File: src/rtl/core/ccr_pkg.sv
`default_nettype none
// ----------------------------------------------------------------------------
// ccr_pkg
// Shared constants and inter-module structs of the arc-length path core.
// ----------------------------------------------------------------------------
package ccr_pkg;

    localparam int MAX_PTS   = 64;
    localparam int PT_AW     = $clog2(MAX_PTS);
    localparam int CNT_W     = PT_AW + 1;
    localparam int SEG_DEPTH = MAX_PTS - 1;
    localparam int SPS       = 16;
    localparam int SMP_W     = $clog2(SPS);
    localparam int ARC_AW    = PT_AW + SMP_W;
    localparam int ARC_DEPTH = SEG_DEPTH * SPS;
    localparam int T_FRAC    = 16;
    localparam int T_W       = T_FRAC + 1;
    localparam int CO_W      = 40;
    localparam int PROD_W    = CO_W + T_W + 1;

    typedef enum logic [1:0] {
        ST_OK      = 2'd0,
        ST_FEW     = 2'd1,
        ST_OVF     = 2'd2,
        ST_NOBUILD = 2'd3
    } t_status;

    typedef struct packed {
        logic             en;
        logic [PT_AW-1:0] addr;
        logic [31:0]      x;
        logic [31:0]      y;
        logic [31:0]      z;
    } t_pt_wr;

    typedef struct packed {
        logic             go;
        logic [PT_AW-1:0] seg;
        logic [T_W-1:0]   t;
        logic [CNT_W-1:0] count;
    } t_ev_req;

    typedef struct packed {
        logic        done;
        logic [31:0] x;
        logic [31:0] y;
        logic [31:0] z;
    } t_ev_rsp;

    typedef struct packed {
        logic        go;
        logic [31:0] ax;
        logic [31:0] ay;
        logic [31:0] az;
        logic [31:0] bx;
        logic [31:0] by;
        logic [31:0] bz;
    } t_sl_req;

    typedef struct packed {
        logic        done;
        logic [32:0] len;
    } t_sl_rsp;

endpackage
`default_nettype wire

File: src/rtl/core/ccr_steplen.sv
`default_nettype none
// ----------------------------------------------------------------------------
// ccr_steplen
// Straight-line distance between two points: squares and bit-serial root.
// ----------------------------------------------------------------------------
module ccr_steplen (
    input  logic             i_clk,
    input  logic             i_rst_n,
    input  ccr_pkg::t_sl_req i_req,
    output ccr_pkg::t_sl_rsp o_rsp
);
    import ccr_pkg::*;

    typedef enum logic [3:0] {
        L_IDLE = 4'b0001,
        L_PREP = 4'b0010,
        L_SQ   = 4'b0100,
        L_ROOT = 4'b1000
    } t_lstate;

    t_lstate     r_state;
    logic [32:0] r_dd [3];
    logic [30:0] r_ds [3];
    logic        r_sh;
    logic [1:0]  r_k;
    logic [61:0] r_sq;
    logic [63:0] r_sum;
    logic [63:0] r_res;
    logic [63:0] r_bit;
    logic        r_done;
    logic [32:0] r_len;

    logic        sh;
    logic [63:0] trial;
    logic        take;
    logic [63:0] res_n;

    function automatic logic [32:0] absd(input logic [31:0] a, input logic [31:0] b);
        logic signed [33:0] df;
        logic signed [33:0] ng;
        df = $signed({a[31], a[31], a}) - $signed({b[31], b[31], b});
        ng = -df;
        return df[33] ? ng[32:0] : df[32:0];
    endfunction

    assign sh    = r_dd[0][32] | r_dd[0][31] | r_dd[1][32] | r_dd[1][31]
                 | r_dd[2][32] | r_dd[2][31];
    assign trial = r_res + r_bit;
    assign take  = r_sum >= trial;
    assign res_n = take ? ((r_res >> 1) + r_bit) : (r_res >> 1);

    always_ff @(posedge i_clk) begin
        if (!i_rst_n) begin
            r_state <= L_IDLE;
            r_done  <= 1'b0;
        end else begin
            r_done <= 1'b0;
            unique case (r_state)
                L_IDLE: begin
                    if (i_req.go) begin
                        r_dd[0] <= absd(i_req.ax, i_req.bx);
                        r_dd[1] <= absd(i_req.ay, i_req.by);
                        r_dd[2] <= absd(i_req.az, i_req.bz);
                        r_state <= L_PREP;
                    end
                end
                L_PREP: begin
                    // halve all three when any difference reaches 2^31
                    for (int i = 0; i < 3; i++) begin
                        r_ds[i] <= sh ? r_dd[i][31:1] : r_dd[i][30:0];
                    end
                    r_sh    <= sh;
                    r_sum   <= '0;
                    r_k     <= '0;
                    r_state <= L_SQ;
                end
                L_SQ: begin
                    if (r_k != 2'd3) begin
                        r_sq <= 62'(r_ds[r_k] * r_ds[r_k]);
                    end
                    if (r_k != 2'd0) begin
                        r_sum <= r_sum + {2'b00, r_sq};
                    end
                    r_k <= r_k + 2'd1;
                    if (r_k == 2'd3) begin
                        r_res   <= '0;
                        r_bit   <= 64'h4000_0000_0000_0000;
                        r_state <= L_ROOT;
                    end
                end
                L_ROOT: begin
                    if (take) begin
                        r_sum <= r_sum - trial;
                    end
                    r_res <= res_n;
                    r_bit <= r_bit >> 2;
                    if (r_bit == 64'd1) begin
                        r_len   <= r_sh ? {res_n[31:0], 1'b0} : {1'b0, res_n[31:0]};
                        r_done  <= 1'b1;
                        r_state <= L_IDLE;
                    end
                end
                default: r_state <= L_IDLE;
            endcase
        end
    end

    assign o_rsp.done = r_done;
    assign o_rsp.len  = r_len;

endmodule
`default_nettype wire

File: config.mk
export PLATFORM = sky130hd
export DESIGN_NAME = ccr_steplen
export DESIGN_NICKNAME = d
export VERILOG_FILES = /design/src/rtl/core/ccr_pkg.sv /design/src/rtl/core/ccr_steplen.sv
export SDC_FILE = /design/constraint.sdc
export NUM_CORES = 2
export LEC_CHECK = 0
export ABC_AREA = 1
export BUFFER_PORTS_ARGS = -buffer_cell sky130_fd_sc_hd__buf_4
export CAP_MARGIN = 10
export CORE_UTILIZATION = 50
export DETAILED_ROUTE_END_ITERATION = 8
export GPL_ROUTABILITY_DRIVEN = 0
export PLACE_DENSITY = 0.63
export SYNTH_ARGS = -nofsm -noshare
export SYNTH_HDL_FRONTEND = slang
export SYNTH_SLANG_ARGS = --single-unit
File: constraint.sdc
create_clock -name i_clk -period 10.36 [get_ports i_clk]
set_input_delay 0.518 -clock i_clk [delete_from_list [all_inputs] [get_ports i_clk]]
set_output_delay 0.518 -clock i_clk [all_outputs]
set_load 0.03 [all_outputs]
# Word-level counts from Yosys, hierarchy flattened
# Memory sizes are Yosys's and may differ from the RTL's. A register that Yosys moved wholly into a read port is not among the register bits.
# Index checks and enable logic that the tools add are counted.
totals:
  register_bits: 295
  in_bits: 195
  word_cells: 84
  ram_bits: 192
  n_memories: 2
op_classes:
  magnitude_cmp: 1
  eq_ne: 12
  muxes: 29
  bitwise_logic: 5
  add_sub_neg: 11
  mul: 1
  reduce_logical: 12
memory_table:
  columns: ["name", "words", "width", "rd", "rd_ports_with_merged_regs", "wr", "line_no", "source"]
  rows:
  - ["r_dd", 3, 33, 3, 0, 3, "ccr_steplen.sv:22", "logic [32:0] r_dd [3];"]
  - ["r_ds", 3, 31, 1, 1, 3, "ccr_steplen.sv:23", "logic [30:0] r_ds [3];"]
op_table:
  columns: ["op", "count"]
  rows:
  - ["64-bit 2-to-1 mux", 5]
  - ["64-bit case mux with 2 select lines", 2]
  - ["64-bit case mux with 3 select lines", 1]
  - ["33-bit 2-to-1 mux", 3]
  - ["33-bit negation", 3]
  - ["32-bit by 32-bit subtractor with 33-bit output", 3]
  - ["31-bit 2-to-1 mux", 3]
  - ["63-bit by 64-bit adder with 64-bit output", 1]
  - ["64-bit by 62-bit adder with 64-bit output", 1]
  - ["64-bit adder", 1]
  - ["64-bit by 1-bit == test with 1-bit output, second input constant", 1]
  - ["64-bit >= comparator", 1]
  - ["64-bit subtractor", 1]
  - ["31-bit by 31-bit multiplier with 62-bit output", 1]
  - ["32-bit 2-to-1 mux", 1]
  - ["4-bit case mux with 4 select lines", 1]
  - ["4-bit 2-to-1 mux", 3]
  - ["2-bit != test, second input constant", 6]
  - ["3-bit AND reduction", 4]
  - ["1-bit 2-to-1 mux", 8]
  - ["2-bit AND reduction", 3]
  - ["2-bit nonzero test", 3]
  - ["1-bit bitwise OR", 5]
  - ["4-bit by 1-bit == test with 1-bit output, second input constant", 1]
  - ["9 further kinds", 9]

# Logic depth before layout (Yosys ltp)
logic_depth:
  ltp_word: 6
  depth_mapped: 37
  depth_no_buf: 34

# Worst setup path after synthesis
# No wires, ideal clock.
synth_timing:
  path_type: "flip-flop to flip-flop"
  start: "register r_state[0]"
  end: "register r_bit[0], enable pin"
  synth_period_minus_slack_ns: 9.086
  path_stages_with_launch: 8
  setup_slack_ns: 1.274
  path_buffers: 2
  required_time_ns: 9.667
  arrival_time_ns: 8.394
  path_cell_list: "dfxtp_1 nor2_1 inv_1 nor3_1 inv_1 clkbuf_1 clkbuf_1 a211oi_1"
synth_between:
  elab_chain_len: 3
  word_cells_on_any_way: 5
  classes_between: "3 x eq/ne; 2 x reduce/logical"
synth_lines:
  columns: ["element", "line_no", "source"]
  rows:
  - ["from (decl)", "ccr_steplen.sv:21", "t_lstate r_state;"]
  - ["from (signal assigned)", "ccr_steplen.sv:54", "r_state <= L_IDLE;"]
  - ["from (signal assigned)", "ccr_steplen.sv:64", "r_state <= L_PREP;"]
  - ["from (signal assigned)", "ccr_steplen.sv:75", "r_state <= L_SQ;"]
  - ["4-bit by 3-bit == test with 1-bit output / 4-bit == test (equally long branches)", "ccr_steplen.sv:58", "unique case (r_state)"]
  - ["2-bit != test (no line) / 2-bit nonzero test (equally long branches)", null, null]
  - ["3-bit AND reduction (no line) (*)", null, null]
  - ["to (signal assigned)", "ccr_steplen.sv:96", "r_bit <= r_bit >> 2;"]
  - ["to (decl)", "ccr_steplen.sv:29", "logic [63:0] r_bit;"]
# Mark *: on every way between the ends. The rest lies on a longest branch, timed or not.
# A chain may end at the register's enable or synchronous reset.

==> summary.md <==
| Metric | Value |
|---|---|
| Yosys warnings | `0` |
| Post-CTS Hold Fix Bufs | `0` |
| Die footprint | `0.147 mm²` |
| Syn nets | `11600` |
| Routed vias | `66900` |
| DRT Pass-1 Iters | `8` |
| Number of global-route vias before repair | `65600` |
| Hold WS | `131 ps` |
| Post-Syn Area per Cell | `7.18 µm²` |
| MaxCap Viol Count | `0` |
| # fillers | `14000` |
| Setup WS post-layout | `546 ps` |
| Die Span Y | `383 µm` |
| Predominant post-synthesis flop cell | `edfxtp_1` |
| Max H-tree Level | `2` |
| Crit-path slowest cell | `dfxtp_1` |
| Top-area cell type share of the netlist area | `20.7%` |
| Area growth, synth to finish | `8.18%` |
| CORE AREA | `0.144 mm²` |
| Post-DR vias/cell | `5.45` |
| Setup_tns | `0 ps` |
| Root Driver | `clkbuf_16` |
| Initial core utilization | `50.5%` |
| Post-route ant nets | `0` |
| Fmax | `0.102 GHz` |
| WL/cell | `18.9 µm` |
| Number of synthesized flops with an enable pin | `449` |
| WP data arrival | `10180 ps` |
| Initial antenna violation count | `3` |
| I/O pins | `229` |
| Leading post-synthesis cells by cell area | `fa_1 (21%), edfxtp_1 (19%), nand2_1 (12%)` |
| Reg clk slew, reported paths | `60 ps` |
| PortBufs | `228` |
| Status | `finished with violations` |
| Worst Max-Slew Pin Slew | `1240 ps` |
| Post-synthesis compound-gate area fraction | `9.24%` |
| GRT Resource Usage Total | `31.6%` |
| Clock skew | `100 ps` |
| Clk_lat worst skew | `710 ps` |
| Final Hold Vio Count | `0` |
| TritonCTS buffer count | `54` |
| Drt initial violations | `6025` |
| Post-synthesis xor/xnor area fraction | `3.10%` |
| Max-slew violations | `0` |
| Synth Register Bits | `456` |
| Resized cells post-CTS | `0` |
| # Post-CTS Setup Buffers | `0` |
| Critical path capture point type | `register` |
| Share of cells above drive strength 1 | `6.12%` |
| Utilization after layout | `54.7%` |
| Most used cell, CP | `fa_1` |
| Nets@finish | `11800` |
| Proportion of synthesized area in mux cells | `1.35%` |
| Clock Path Buffers | `3` |
| Startpoint Class | `register` |
| Worst path required time | `10720 ps` |
| Die X | `383 µm` |
| Failing checks | `design-rule violations` |
| RSZ-0062 raised after global routing | `false` |
| Tmin final | `9810 ps` |
| Grt ovf | `0` |
| Row count | `139` |
| CTS Sinks | `456` |
| First-pass GRT wire length | `362000 µm` |
| TritonCTS clock tree | `built` |
| Synth Area in Adders | `30.2%` |
| Seq/Total Area, Yosys | `18.7%` |
| Synth cell types | `60` |
| Cell area after synthesis | `0.0727 mm²` |
| Dominant combinational cell family by area after synthesis | `adder cells` |
| Largest net degree at the start of global routing | `72` |
| Reg area | `0.0136 mm²` |
| Post-Place Setup Slack | `497 ps` |
| Hold crit path type | `in2reg` |
| Period utilization | `94.7%` |
| HPWL Detailed | `195000 µm` |
| Post-synth ARST share | `0%` |
| Max-slew headroom | `17.6%` |
| Crit Path Category | `reg2reg` |
| CP Max Fanout | `32` |
| Post-Syn Instances | `10100` |
| DRC | `4` |
| Largest stage delay, worst path | `790 ps` |
| Multi-input combinational cell area | `0.0500 mm²` |
| Min-Delay Path Depth | `3` |
| FF-to-FF path depth | `28` |
| Routed WL | `233000 µm` |
| Simple-Gate Fraction of Synth Area | `24.9%` |
| Setup-failing EPs final | `0` |
| Dominant cell type by area after synthesis | `fa_1` |
==> area by class of cell <==
type | count | area share [%]
clock buffers | 62 | 1.76
repair buffers | 314 | 3.03
inverters | 2247 | 10.7
flip-flops and latches | 456 | 17.3
well taps | 1903 | 3.03
clock inverters | 35 | 0.460
multi-input cells | 7271 | 63.7
diodes | 3 | 0.00955
==> state kept, by name, summed over array words and instances (netlist names), named ones only <==
| name | flops |
|---|---|
| r_done | 1 |
| r_sh | 1 |
| r_res | 64 |
| r_dd | 99 |
| r_sum | 64 |
| r_sq | 61 |
| r_bit | 32 |
| r_k | 2 |
| r_state | 4 |
| r_len | 33 |
| r_ds | 93 |
==> Yosys cell counts (all sizes together) (8+ instances only) <==
library cell	n
nand2	2430
inv	2238
nor2	1233
fa	751
ha	553
nand3	510
edfxtp	449
a21oi	446
o21ai	428
xor2	180
clkbuf	95
mux2	87
nor3	87
xnor2	77
nand4	71
o21bai	68
a31oi	61
or2	54
buf	51
a21o	48
o211ai	36
nor4	29
a21boi	24
o21a	21
nand3b	19
o2111ai	10
clkinv	9
o22ai	8
==> worst max-delay path: cells and delay by family (launching register included) <==
family	cells	cell delay (ps)
adders and majority gates	9	4570
AOI/OAI and AO/OA	7	1700
and+or+nand+nor	4	740
DFF	1	790
buffers and inverters	7	1600
xor gates and xnor gates	1	100
==> per-layer routing <==
layer	part of all wire [%]	routed length, µm	global-route usage (%)
met1	41	95100	41.5
met2	45	105000	51.0
met3	9.5	22000	6.40
met4	4.5	10400	12.6
met5	0.023	54	0
==> layout by cell type (no fill, tap or decap), types with 60 or more instances in the layout <==
master,instances
ha_1,553
buf_4,311
fa_1,751
nor3_1,82
xor2_1,180
o21bai_1,68
nand2_1,2417
nor2_1,1217
a21oi_1,442
o21ai_0,365
nand4_1,71
mux2_2,87
xnor2_1,77
a31oi_1,60
nand3_1,505
inv_1,2214
edfxtp_1,449
==> stage by stage <==
step,cells,area [µm²]
3_5_place_dp,12200,76800
3_3_place_gp,12200,76800
6_report,12300,78600
2_1_floorplan,10100,72700
4_1_cts,12300,78600
5_1_grt,12300,78600
==> cells by family after synthesis <==
group,count (synthesis)
AND/OR/NAND/NOR,4447
buffers and inverters,2393
adder cells (fa/ha/maj),1304
AO/OA/AOI/OAI,1176
flip-flops,456
XOR/XNOR,257
multiplexers,87
==> worst paths after layout <==
kind,start,to,slack [ps]
setup / recovery,register,r_sq[58]$_DFFE_PP_,550
hold / removal,i_rst_n,r_state[3]$_SDFFE_PN0P_,130
setup reg to reg,register,r_sq[58]$_DFFE_PP_,550
hold reg to reg,r_dd[0][64]$_DFFE_PP_,r_ds[1][30]$_DFFE_PP_,550
Power is not shown: default switching activity piles up to over one toggle a cycle in this logic, so the estimate is an artifact.
